$ cat src/hdl/btcl_pkg.sv
`default_nettype none

package btcl_pkg;

  // Fixed field widths
  localparam int PTR_W      = 24;
  localparam int NODE_W     = 2 * PTR_W;
  localparam int LIMIT_W    = 19;
  localparam int TYPE_W     = 8;
  localparam int SLOT_W     = 18;
  localparam int ADDRESS_BITS = 32;
  localparam int ADDR_MSB   = ADDRESS_BITS - 1;
  localparam int STEP_W     = $clog2(ADDRESS_BITS + 1);
  localparam int CFG_IDX_W  = 2;
  localparam int CFG_DATA_W = PTR_W;

  // Pointer compare width: one bit over a pointer, so a node count of 2^24 fits
  localparam int CMP_W = PTR_W + 1;

  localparam int NODE_COUNT_DEF = 262144;

  // Reset values of the configuration registers
  localparam logic [PTR_W-1:0]   SEG_RESET   = 24'd16776960;
  localparam logic [LIMIT_W-1:0] LIMIT_RESET = '0;
  localparam logic [TYPE_W-1:0]  TYPE_RESET  = 8'd255;

  // Edition byte of the country database
  localparam logic [TYPE_W-1:0] TYPE_COUNTRY = 8'd1;

  // Register indexes
  localparam logic [CFG_IDX_W-1:0] REG_SEGMENT_BASE  = 2'd0;
  localparam logic [CFG_IDX_W-1:0] REG_NODE_LIMIT    = 2'd1;
  localparam logic [CFG_IDX_W-1:0] REG_DATABASE_TYPE = 2'd2;

  // Item commands
  localparam logic CMD_LOAD   = 1'b0;
  localparam logic CMD_LOOKUP = 1'b1;

  // Result status codes
  localparam logic STATUS_FOUND       = 1'b0;
  localparam logic STATUS_UNSUPPORTED = 1'b1;

  typedef struct packed {
    logic                    cmd;
    logic [SLOT_W-1:0]       node_index;
    logic [PTR_W-1:0]        left_child;
    logic [PTR_W-1:0]        right_child;
    logic [ADDRESS_BITS-1:0] ip_address;
  } in_item_t;

  typedef struct packed {
    logic [PTR_W-1:0] country_index;
    logic             status;
  } out_item_t;

  // Controller to datapath
  typedef struct packed {
    logic load;        // write the beat's node into the store
    logic start;       // begin a walk at node 0
    logic imm_result;  // lookup answered without a walk
    logic walking;     // walk in progress
  } ctl_t;

  // Datapath to controller
  typedef struct packed {
    logic imm_done;    // lookup needs no walk (wrong edition or empty trie)
    logic walk_done;   // current step ends the walk
  } sts_t;

endpackage

`default_nettype wire

$ cat src/hdl/btcl_ctrl.sv
`default_nettype none

module btcl_ctrl
  import btcl_pkg::*;
(
  input  wire logic clk,
  input  wire logic rst,
  input  wire logic item_valid,
  input  wire logic item_cmd,
  output logic      item_ready,
  output logic      result_valid,
  input  wire logic result_ready,
  input  wire sts_t sts,
  output ctl_t      ctl
);

  typedef enum logic [1:0] {
    ST_IDLE = 2'b01,
    ST_WALK = 2'b10
  } state_t;

  state_t state, state_next;
  logic   accept;
  logic   finish;

  // Take a beat when idle and the result slot is free or being drained
  assign item_ready = (state == ST_IDLE) && (!result_valid || result_ready);
  assign accept     = item_valid && item_ready;

  assign ctl.load       = accept && (item_cmd == CMD_LOAD);
  assign ctl.start      = accept && (item_cmd == CMD_LOOKUP) && !sts.imm_done;
  assign ctl.imm_result = accept && (item_cmd == CMD_LOOKUP) && sts.imm_done;
  assign ctl.walking    = (state == ST_WALK);

  assign finish = ctl.imm_result || (ctl.walking && sts.walk_done);

  always_comb begin
    state_next = state;
    unique case (state)
      ST_IDLE: if (ctl.start) state_next = ST_WALK;
      ST_WALK: if (sts.walk_done) state_next = ST_IDLE;
      default: state_next = ST_IDLE;
    endcase
  end

  always_ff @(posedge clk) begin
    if (rst) begin
      state        <= ST_IDLE;
      result_valid <= 1'b0;
    end else begin
      state <= state_next;
      if (finish) begin
        result_valid <= 1'b1;
      end else if (result_ready) begin
        result_valid <= 1'b0;
      end
    end
  end

endmodule

`default_nettype wire

$ cat config.mk
export PLATFORM = sky130hd
export DESIGN_NAME = btcl_ctrl
export DESIGN_NICKNAME = d
export VERILOG_FILES = /design/src/hdl/btcl_pkg.sv /design/src/hdl/btcl_ctrl.sv
export SDC_FILE = /design/constraint.sdc
export NUM_CORES = 1
export LEC_CHECK = 0
export BUFFER_PORTS_ARGS = -buffer_cell sky130_fd_sc_hd__buf_2
export CAP_MARGIN = 20
export CELL_PAD_IN_SITES_DETAIL_PLACEMENT = 0
export CELL_PAD_IN_SITES_GLOBAL_PLACEMENT = 2
export CORE_AREA = 2 2 39 41
export CTS_BUF_LIST = sky130_fd_sc_hd__clkbuf_16
export DETAILED_ROUTE_END_ITERATION = 12
export DIE_AREA = 0 0 41 43
export PLACE_DENSITY_LB_ADDON = 0.1
export SLEW_MARGIN = 30
export SYNTH_ARGS = -nofsm -noshare
export SYNTH_HDL_FRONTEND = slang
export SYNTH_SLANG_ARGS = --single-unit
$ cat constraint.sdc
create_clock -name clk -period 2.3 [get_ports clk]
set_clock_uncertainty 0.05 [all_clocks]
set_input_delay 0.23 -clock clk [delete_from_list [all_inputs] [get_ports clk]]
set_output_delay 0.23 -clock clk [all_outputs]
set_load 0.05 [all_outputs]
# After elaboration in Yosys (flattened, before gate mapping)
# Index checks and enable logic that the tools add are counted.
[word_totals] output_inout_bits=6 ff_bits=3 wordCells=25 in_bits=7
[op_classes] n_reduce_logical=13 n_eq_ne=4 bitwise_logic=1 n_mux=5
[ops] op="$logic_and A1 B1 Y1" n=7
[ops] op="$mux W2" n=2
[ops] op="$ne A2 B2 Y1 const B" n=2
[ops] op="$pmux W2 S2" n=1
[ops] op="$eq A2 B1 Y1 const B" n=1
[ops] op="$eq A2 B2 Y1 const B" n=1
[ops] op="$logic_not A1 Y1" n=2
[ops] op="$logic_or A1 B1 Y1" n=2
[ops] op="$mux W1" n=2
[ops] op="$reduce_and A2 Y1" n=1
[ops] op="$reduce_bool A2 Y1" n=1
[ops] op="$not A1 Y1" n=1

# Depth between registers and ports, before layout
# Gate-level depths: netlist of the first run.
[depth] ltp_word=8 depth_mapped=4 depth_no_buf=4

# Least setup slack after synthesis of the first run
# No wires, ideal clock.
[synth_path] path_kind="flip-flop to output port" startpoint="reg result_valid" endpoint="out ctl[2] (netlist bit)" stages_incl_launch_ff=4 arrival_ps=1896 t_required_ps=2020 path_buffers=0 path_slack_ps=124 path_cell_list="dfxtp_1 nand2b_1 nand4b_1 nor3_1"
[synth_rtl] item="start: declaration" line_no="btcl_ctrl.sv:11" source="output logic result_valid,"
[synth_rtl] item="start signal: assignment" line_no="btcl_ctrl.sv:49" source="result_valid <= 1'b0;"
[synth_rtl] item="start signal: assignment" line_no="btcl_ctrl.sv:53" source="result_valid <= 1'b1;"
[synth_rtl] item="start signal: assignment" line_no="btcl_ctrl.sv:55" source="result_valid <= 1'b0;"
[synth_rtl] item="end: declaration" line_no="btcl_ctrl.sv:14" source="output ctl_t ctl"

==> results.md, run 1 <==
* Initial antenna violation count at 0
* Final Cycle Share at ~70%
* Fmax at ~630 MHz
* Height of the die at roughly 43 um
* Post-synth top area cell: dfxtp_1
* Syn_area_per_cell at 8.69 um2
* Post-Place Cells at between 40 and 50
* Tot Pwr at around 0.37 mW
* Hold wc startpoint: rst
* RR Endpoint: state[0]$_SDFFE_PP1P_
* Area grow syn2layout at 96.2%
* DR DRC count at 0
* Die area at roughly 1800 um2
* First-pass GRT wire length at 731 um
* Ys Warns at 0
* Routed vias at ~210
* CP endpoint kind: output pin
* Layout cell share with drive strength beyond 1 at a little under half
* Yosys top cell area share at between 30% and 40%
* CTS Buf Count at 3
* Final std cells w/o fill at a little over 50
* Leak at between 0.15 and 0.2 nW
* Cell Pwr Density at roughly 1100 nW/um2
* RD Place Congestion at roughly 0.65
* Hold-fix buffers at CTS at 0
* Reg2reg path depth at 3
* Cell count after synthesis at 19
* Slowest cell on crit path: dfxtp_1
* I/O Pins at 13
* FF-to-FF Start: result_valid$_SDFFE_PP0P_
* Post-Syn Nets at 26
* Final Max Slew Viols at 0
* Worst Hold Path EP: result_valid$_SDFFE_PP0P_
* Worst-Margin Slew at ~0.25 ns
* Port Buffers at 12
* Clock Latency Late Sink at 0.22 ns
* CP max FO at 4
* Async SR Flop Fraction at 0%
* Crit path cell chain: nand2b_1, nand4b_1, nor3_1, buf_2
* Final Hold Fails at 0
* CP required at 2.02 ns
* Max incr delay on CP at about 0.3 ns
* Area of placed instances at 245 um2
* Reg area at around 60 um2
* Seq/Total Area, Yosys at between 30% and 40%
* # rows at 14
* CTS H-tree depth at 1
* Worst-path clk slew at 0.03 ns
* Postcts setup bufs at 0
* Number of flops mapped to enable cells by yosys at 0
* Final TNS setup at 0 ns
* Initial Util at a little under an eighth
* Critical Path Source: result_valid$_SDFFE_PP0P_
* Hold crit path type: in2reg
* Hold slack at 0.173 ns
* Final instance area at between 300 and 400 um2
* Post-CTS sizing at 0
* Filler cells at roughly 150
* Total GRT Usage at around 6.6%
* Peak supply drop at between 0.3 and 0.4 mV
* #FFs+latches synth at 3
* Slew margin rel. at a little over four fifths
* Nets at 43
* CTS tree: yes
* Number of global-route vias before repair at 205
* Number of max-cap violations at 0
* DRT antenna net count at 0
* Largest net degree at the start of global routing at 5
* Deepest clock path buffer count at 2
* Total gr overflow at 0
* Main area contributors after synthesis: dfxtp_1 36%, nand4b_1 11%, nand2b_1 7.6%
* DR WL/cell at 10.0 um
* Clk sinks at 3
* Setup violators final at 0
* Prevailing post-synth register cell: dfxtp_1
* Status: finished, final reports clean
* Reg-to-reg setup timing slack at between 1 and 1.5 ns
* CTS Root Cell: clkbuf_16
* Placeable core region at 1380 um2
* RSZ-0062 raised after global routing: no
* Crit path DAT at 1.30 ns
* Cell Area, Synth at around 170 um2
* CP startpoint kind: register
* Multi-input gate area at 93.8 um2
* Netlist cell types at 13
* Crit path time final at approximately 1.6 ns
* Initial drt markers at 2
* WS Path Type: reg2out
* Post-synth top cells: 3 x dfxtp_1, 3 x inv_1, 2 x nand2b_1, 2 x nand4b_1
* Die X at between 40 and 50 um
* Routed vias/inst at roughly 4.1
* Routed WL at 511 um
* DR pass1 iterations at 4
* N_diodes at 0
* Number of cells on the worst hold path at 2
[cells in the final DEF (no fill, tap or decap), types with 2 or more instances in the layout]
cell and n:
nand4b_1 2, clkbuf_16 3, dfxtp_1 3, nand2b_1 2, buf_2 12, inv_1 4
[worst max-delay path, delay by kind of cell (launching register included)]
family	cells	cell delay (ns)
flip-flops	1	0.30
AND/OR/NAND/NOR	3	0.49
buffers and inverters	1	0.29
[power breakdown]
part	switching, mW	internal, mW
registers	0.00103	0.0541
clock network	0.0488	0.224
logic	0.0261	0.0120
[worst max path at each step]
stage	endpoint	slack (ns)
2_1_floorplan	ctl[2]	0.12
3_3_place_gp	ctl[2]	0.88
3_5_place_dp	ctl[2]	0.90
4_1_cts	ctl[2]	0.71
5_1_grt	ctl[2]	0.58
6_report	ctl[2]	0.72
[state kept, by name (all words and copies together) (netlist names)]
register      cells
result_valid      1
state             2
[kinds of logic after synthesis]
family / Yosys count / synth area share (%)
AO/OA/AOI/OAI: 3 / 15.2
flip-flops: 3 / 36.4
buffers and inverters: 3 / 6.82
AND/OR/NAND/NOR: 10 / 41.7
[per-layer routing]
metal  vias to the layer above  wire (um)  track usage (%)
met5                         -          0                0
met4                         0         13             6.00
met3                         2         46             4.71
met2                        11        250             9.06
met1                        94        200             6.07
li1                        101          -                -
[layout make-up]
| cell class | count | share of cell area (%) |
|---|---|---|
| multi-input cells | 13 | 29.0 |
| clock buffers | 3 | 23.2 |
| flip-flops and latches | 3 | 18.5 |
| repair buffers | 12 | 18.5 |
| well taps | 16 | 6.18 |
| inverters | 3 | 3.47 |
| clock inverters | 1 | 1.16 |
[stage by stage]
step / utilization (%) / setup WS, ns
detailed placement: 17.7 / 0.903
global placement: 17.7 / 0.879
floorplan: - / 0.124
finish: 23.4 / 0.718
global route: 23.4 / 0.584
CTS: 23.4 / 0.706
No activity file was read; power rests on OpenSTA's default activity.
==> run 2: changes to the inputs <==
==> constraint.sdc (replaced) <==
create_clock -name clk -period 1.6 [get_ports clk]
set_clock_uncertainty 0.05 [all_clocks]
set_input_delay 0.16 -clock clk [delete_from_list [all_inputs] [get_ports clk]]
set_output_delay 0.16 -clock clk [all_outputs]
set_load 0.05 [all_outputs]
==> run 2 against run 1 <==
Total power is 44% higher. Critical endpoint unchanged. First-iteration DRC count is 100% higher. Die area stayed put. Largest cell class unchanged. Routed wire length is 0.59% lower. Largest power group unchanged. Via count is 0.96% higher. Highest routed layer is now met3.
==> results.md, run 2 (synthesis gave the netlist of run 1 again) <==
* Clk network pwr share at 73.4% (was 74.5%)
* Biggest register: state (unchanged)
* Switching power at 0.106 mW (was 0.0760 mW)
* Net switching fraction of the power at 20.2% (was 20.7%)
* Worst-Margin Slew at 0.250 ns (was 0.252 ns)
* Routed WL at 508 um (was 511 um)
* Comb power frac at 11.5% (was 10.4%)
* Number of global-route vias before repair at 187 (was 205)
* Initial drt markers at 4 (was 2)
* I/O Pins at 13 (unchanged)
* CP endpoint kind: output pin (unchanged)
* Placeable core region at 1380 um2 (unchanged)
* Area of placed instances at 253 um2 (was 245 um2)
* CTS Root Cell: clkbuf_16 (unchanged)
* Hold wc startpoint: rst (unchanged)
* Hold crit path type: in2reg (unchanged)
* Max incr delay on CP at 0.30 ns (about the same)
* Peak supply drop at 0.619 mV (was 0.319 mV)
* CTS H-tree depth at 1 (unchanged)
* # rows at 14 (unchanged)
* CP required at 1.39 ns (was 2.02 ns)
* Critical Path Source: result_valid$_SDFFE_PP0P_ (unchanged)
* Final Hold Fails at 0 (unchanged)
* RSZ-0062 raised after global routing: no (unchanged)
* Setup violators final at 0 (unchanged)
* DRT antenna net count at 0 (unchanged)
* N_diodes at 0 (unchanged)
* Number of flip-flops in the largest register at 2 (unchanged)
* Crit path cell chain: nand2b_1, nand4b_1, nor3_2, clkbuf_4 (was nand2b_1, nand4b_1, nor3_1, buf_2)
* Number of max-cap violations at 0 (unchanged)
* CTS Buf Count at 3 (unchanged)
* CTS tree: yes (unchanged)
* RD Place Congestion at 0.638 (was 0.649)
* Clk sinks at 3 (unchanged)
* Routed vias/inst at 4.04 (was 4.08)
* Die area at 1760 um2 (unchanged)
* Final Cycle Share at 90.7%
* Port Buffers at 12 (unchanged)
* Final std cells w/o fill at 52 (was 51)
* Layout cell share with drive strength beyond 1 at 52.8% (was 45.7%)
* DP HPWL at 393 um
* Clock Latency Late Sink at 0.22 ns (about the same)
* CP max FO at 4 (unchanged)
* Hold-fix buffers at CTS at 0 (unchanged)
* Crit path time final at roughly 1.5 ns
* Crit path DAT at 1.24 ns (was 1.30 ns)
* Most frequent cells in the layout: 11 x buf_2, 4 x inv_1, 3 x clkbuf_16, 3 x dfxtp_1 (was 12 x buf_2, 4 x inv_1, 3 x clkbuf_16, 3 x dfxtp_1)
* FF-to-FF Start: result_valid$_SDFFE_PP0P_ (unchanged)
* WS Path Type: reg2out (unchanged)
* Delay-heaviest family, CP: simple AND/OR/NAND/NOR gates (unchanged)
* Total GRT Usage at 6.52% (was 6.61%)
* Deepest clock path buffer count at 2 (unchanged)
* DR pass1 iterations at 2 (was 4)
* Buf+Inv Stages, Crit Path at 1 (unchanged)
* Total gr overflow at 0 (unchanged)
* Height of the die at 43 um (unchanged)
* Cell Pwr Density at 1540 nW/um2 (was 1130 nW/um2)
* Slew margin rel. at 83.4% (was 83.3%)
* Initial Util at 11.9% (unchanged)
* Die X at 41 um (unchanged)
* Fmax at 689 MHz
* Routed vias at 210 (was 208)
* Slowest cell on crit path: dfxtp_1 (unchanged)
* Post-Place Cells at 47 (unchanged)
* Final instance area at 342 um2 (was 324 um2)
* DR DRC count at 0 (unchanged)
* Initial antenna violation count at 0 (unchanged)
* Status: finished, final reports clean (unchanged)
* Nets at 44 (was 43)
* Largest registers: state: 2 flops, result_valid: 1 flops (unchanged)
* Area grow syn2layout at 107% (was 96.2%)
* Largest net degree at the start of global routing at 5 (unchanged)
* DR WL/cell at 9.77 um (was 10.0 um)
* CP startpoint kind: register (unchanged)
* Most common cell after layout, fill and taps aside: buf_2 (unchanged)
* Final Max Slew Viols at 0 (unchanged)
* Tot Pwr at 0.527 mW (was 0.366 mW)
* Worst-path clk slew at 0.03 ns (about the same)
* Internal power at 0.420 mW (was 0.290 mW)
* Leak at 0.174 nW (was 0.168 nW)
* Sequential power share at 15.1% (about the same)
* First-pass GRT wire length at 710 um (was 731 um)
==> run 2: cell types whose count changed in the layout (fill, tap and decap cells not counted) <==
cell,previous run,this run
nor2_2,0,1
buf_4,0,1
buf_2,12,11
nor3_1,1,0
clkbuf_4,0,1
nor2_1,1,0
nor3_2,0,1
==> run 2: worst reg2reg max path: cells and delay by family (launching register included) <==
kind / cells / cell delay, ns
buffers and inverters: 1 / 0.20
and+or+nand+nor: 2 / 0.33
DFF: 1 / 0.30
AOI/OAI and AO/OA: 1 / 0.16
==> run 2: timing repair <==
| item | 4_1_cts | 5_1_grt |
|---|---|---|
| endpoints found under the setup margin | 0 | 2 |
| gates resized for setup | 0 | 1 |
| setup buffers | 0 | 1 |
==> run 2: metal layers <==
layer	GRT usage, %	up-vias	part of all wire [%]
met2	9.06	10	47
met4	4.00	0	0
li1	-	105	-
met3	5.24	0	14
met1	6.41	95	39
met5	0	-	0
==> run 2: final cells by class <==
cell class / count / area, um2
Clock buffer: 3 / 75.1
Tap cell: 16 / 20.0
Inverter: 3 / 11.3
Sequential cell: 3 / 60.1
Multi-Input combinational cell: 13 / 101
Clock inverter: 1 / 3.75
Fill cell: 160 / 1040
Timing Repair Buffer: 13 / 70.1
==> run 2: power by group through the flow <==
stage	Combinational [mW]	Sequential [mW]	Clock, mW
after CTS	0.0575	0.0794	0.393
after detailed placement	0.0571	0.0803	0
after global routing	0.0646	0.0797	0.403
after global placement	0.0572	0.0804	0
final	0.0604	0.0795	0.387
after floorplan	0.0346	0.0836	0
==> run 2: metrics by stage <==
stage	hold slack, ns	setup WS [ns]	TNS (ns)	util, %
6_report	0.0972	0.149	0	24.7
4_1_cts	0.0987	0.0507	0	24.0
3_3_place_gp	0.335	0.290	0	18.3
5_1_grt	0.113	0.0161	0	24.7
2_1_floorplan	0.179	-0.116	-0.116	-
3_5_place_dp	0.331	0.290	0	18.3
==> run 2: final timing paths <==
path / cells past startpoint / slack (ns) / to
setup / recovery: 4 / 0.15 / ctl[2]
hold / removal: 2 / 0.1 / result_valid$_SDFFE_PP0P_
setup reg to reg: 4 / 0.45 / state[0]$_SDFFE_PP1P_
hold reg to reg: 2 / 0.50 / result_valid$_SDFFE_PP0P_
==> run 3: changes to the inputs <==
--- a/config.mk
+++ b/config.mk
@@ -7,7 +7,7 @@
 export LEC_CHECK = 0
 export BUFFER_PORTS_ARGS = -buffer_cell sky130_fd_sc_hd__buf_2
 export CAP_MARGIN = 20
-export CELL_PAD_IN_SITES_DETAIL_PLACEMENT = 0
+export CELL_PAD_IN_SITES_DETAIL_PLACEMENT = 1
 export CELL_PAD_IN_SITES_GLOBAL_PLACEMENT = 2
 export CORE_AREA = 2 2 39 41
 export CTS_BUF_LIST = sky130_fd_sc_hd__clkbuf_16
==> run 3 against run 2 <==
Utilization did not move. Non-clock buffer count did not move. Via count fell by 4.3%. Clock power fell by 1%. Die area did not move. First-iteration DRC count fell by 50%. Sequential share of layout area did not move.
==> results.md, run 3 (synthesis gave the netlist of run 1 again) <==
* Fmax at 694 MHz (was 689 MHz)
* Busiest grt layer: met2 (unchanged)
* Routed vias at 201 (was 210)
* Filler cells at 170 (was 160)
* Biggest register: state (unchanged)
* # rows at 14 (unchanged)
* Placeable core region at 1380 um2 (unchanged)
* Largest net degree at the start of global routing at 5 (unchanged)
* M1 GR Usage at 7.69% (was 6.41%)
* Nets at 44 (unchanged)
* Height of the die at 43 um (unchanged)
* Hold-fix buffers at CTS at 0 (unchanged)
* Die area at 1760 um2 (unchanged)
* Slew margin rel. at 83.5% (was 83.4%)
* WS Path Type: reg2out (unchanged)
* CTS Buf Count at 3 (unchanged)
* Final Max Slew Viols at 0 (unchanged)
* Routed vias/inst at 3.87 (was 4.04)
* Comb power frac at 11.6% (was 11.5%)
* Final Hold Fails at 0 (unchanged)
* Number of cells on the worst hold path at 2 (unchanged)
* CTS H-tree depth at 1 (unchanged)
* Met3 Usage GRT at 6.28% (was 5.24%)
* Crit path time final at 1.44 ns (was 1.45 ns)
* Number of global-route vias before repair at 218 (was 187)
* Largest registers: state: 2 flops, result_valid: 1 flops (unchanged)
* Reg-to-reg setup timing slack at 0.46 ns (was 0.45 ns)
* DP HPWL at 409 um (was 393 um)
* DR WL/cell at 9.69 um (was 9.77 um)
* Net switching fraction of the power at 19.5% (was 20.2%)
* RSZ-0062 raised after global routing: no (unchanged)
* Total gr overflow at 0 (unchanged)
* Layout cell share with drive strength beyond 1 at 52.8% (unchanged)
* Worst-path clk slew at 0.03 ns (about the same)
* Final instance area at 342 um2 (unchanged)
* Routed WL at 504 um (was 508 um)
* Initial drt markers at 2 (was 4)
* Port Buffers at 12 (unchanged)
* Area grow syn2layout at 107% (unchanged)
* CP max FO at 4 (unchanged)
* DRT antenna net count at 0 (unchanged)
* Number of flip-flops in the largest register at 2 (unchanged)
* Most common cell after layout, fill and taps aside: buf_2 (unchanged)
* Worst-Margin Slew at 0.250 ns (about the same)
* Clock Latency Late Sink at 0.22 ns (about the same)
* Clk sinks at 3 (unchanged)
* Deepest clock path buffer count at 2 (unchanged)
* Cell Pwr Density at 1530 nW/um2 (was 1540 nW/um2)
* Most frequent cells in the layout: 11 x buf_2, 4 x inv_1, 3 x clkbuf_16, 3 x dfxtp_1 (unchanged)
* Total GRT Usage at 7.32% (was 6.52%)
* Initial Util at 11.9% (unchanged)
* RD Place Congestion at 0.638 (unchanged)
* CTS tree: yes (unchanged)
* RR Endpoint: state[0]$_SDFFE_PP1P_ (unchanged)
* Sequential power share at 15.2% (was 15.1%)
* CP required at 1.39 ns (about the same)
* DR pass1 iterations at 2 (unchanged)
* Met2 Use GR at 10.6% (was 9.06%)
* Leak at 0.174 nW (unchanged)
* DR DRC count at 0 (unchanged)
* CP startpoint kind: register (unchanged)
* Post-layout util at 24.7% (unchanged)
* Number of max-cap violations at 0 (unchanged)
* N_diodes at 0 (unchanged)
* Initial antenna violation count at 0 (unchanged)
* First-pass GRT wire length at 828 um (was 710 um)
* FF-to-FF Start: result_valid$_SDFFE_PP0P_ (unchanged)
* Hold wc startpoint: rst (unchanged)
* Die X at 41 um (unchanged)
* Clk network pwr share at 73.2% (was 73.4%)
* CP endpoint kind: output pin (unchanged)
* Peak supply drop at 0.719 mV (was 0.619 mV)
* Crit path DAT at 1.23 ns (was 1.24 ns)
* Status: finished, final reports clean (unchanged)
* CTS Root Cell: clkbuf_16 (unchanged)
* Area of placed instances at 253 um2 (unchanged)
* Worst Hold Path EP: result_valid$_SDFFE_PP0P_ (unchanged)
* Switching power at 0.101 mW (was 0.106 mW)
* Final Cycle Share at 90.0% (was 90.7%)
* Setup violators final at 0 (unchanged)
* I/O Pins at 13 (unchanged)
* Internal power at 0.420 mW (about the same)
* Reg2reg path depth at 4 (unchanged)
* Hold crit path type: in2reg (unchanged)
-- run 3: cell counts in the layout (fill, tap and decap cells not counted) --
Identical to the previous run, type by type.
-- run 3: final cells by class --
class                           instances  area (um2)  share of cell area (%)
Multi-Input combinational cell         13         101                    29.7
Clock buffer                            3        75.1                    22.0
Timing Repair Buffer                   13        70.1                    20.5
Sequential cell                         3        60.1                    17.6
Tap cell                               16        20.0                    5.86
Inverter                                3        11.3                    3.30
Clock inverter                          1        3.75                    1.10
-- run 3: how the worst max path moves through the flow --
| stage | start | endpoint | slack (ns) | depth (start not counted) |
|---|---|---|---|---|
| after floorplan | result_valid$_SDFFE_PP0P_ | ctl[2] | -0.12 | 3 |
| after global placement | result_valid$_SDFFE_PP0P_ | ctl[2] | 0.29 | 4 |
| after detailed placement | result_valid$_SDFFE_PP0P_ | ctl[2] | 0.28 | 4 |
| after CTS | result_valid$_SDFFE_PP0P_ | ctl[2] | 0.05 | 4 |
| after global routing | result_valid$_SDFFE_PP0P_ | ctl[2] | 0.06 | 4 |
| final | result_valid$_SDFFE_PP0P_ | ctl[2] | 0.16 | 4 |
-- run 3: repair_timing --
action	CTS	global route
gates resized for setup	0	1
setup endpoints to repair	0	2
setup buffers	0	1
endpoints found under the hold margin	0	0
-- run 3: per-layer routing --
metal | share of wire (%) | vias up
li1 | - | 105
met1 | 44 | 87
met2 | 45 | 9
met3 | 11 | 0
met4 | 0 | 0
met5 | 0 | -
-- run 3: worst max-delay path: stages (launching register included) --
cell,delay [ns]
dfxtp_1,0.29
nand2b_1,0.13
nand4b_1,0.20
nor3_2,0.14
clkbuf_4,0.25
-- run 3: power groups by stage --
stage	Sequential (mW)	Combinational (mW)	Clock [mW]
global placement	0.0804	0.0572	0
floorplan	0.0836	0.0346	0
CTS	0.0794	0.0577	0.389
global route	0.0799	0.0647	0.402
detailed placement	0.0804	0.0572	0
finish	0.0794	0.0603	0.382
-- run 3: metrics by stage --
| stage | TNS, ns | instances | setup slack [ns] | hold WS, ns | total power, mW |
|---|---|---|---|---|---|
| floorplan | -0.116 | 19 | -0.116 | 0.179 | 0.118 |
| global placement | 0 | 47 | 0.290 | 0.335 | 0.138 |
| detailed placement | 0 | 47 | 0.283 | 0.334 | 0.138 |
| CTS | 0 | 51 | 0.0453 | 0.101 | 0.526 |
| global route | 0 | 52 | 0.0595 | 0.116 | 0.546 |
| finish | 0 | 52 | 0.159 | 0.100 | 0.521 |
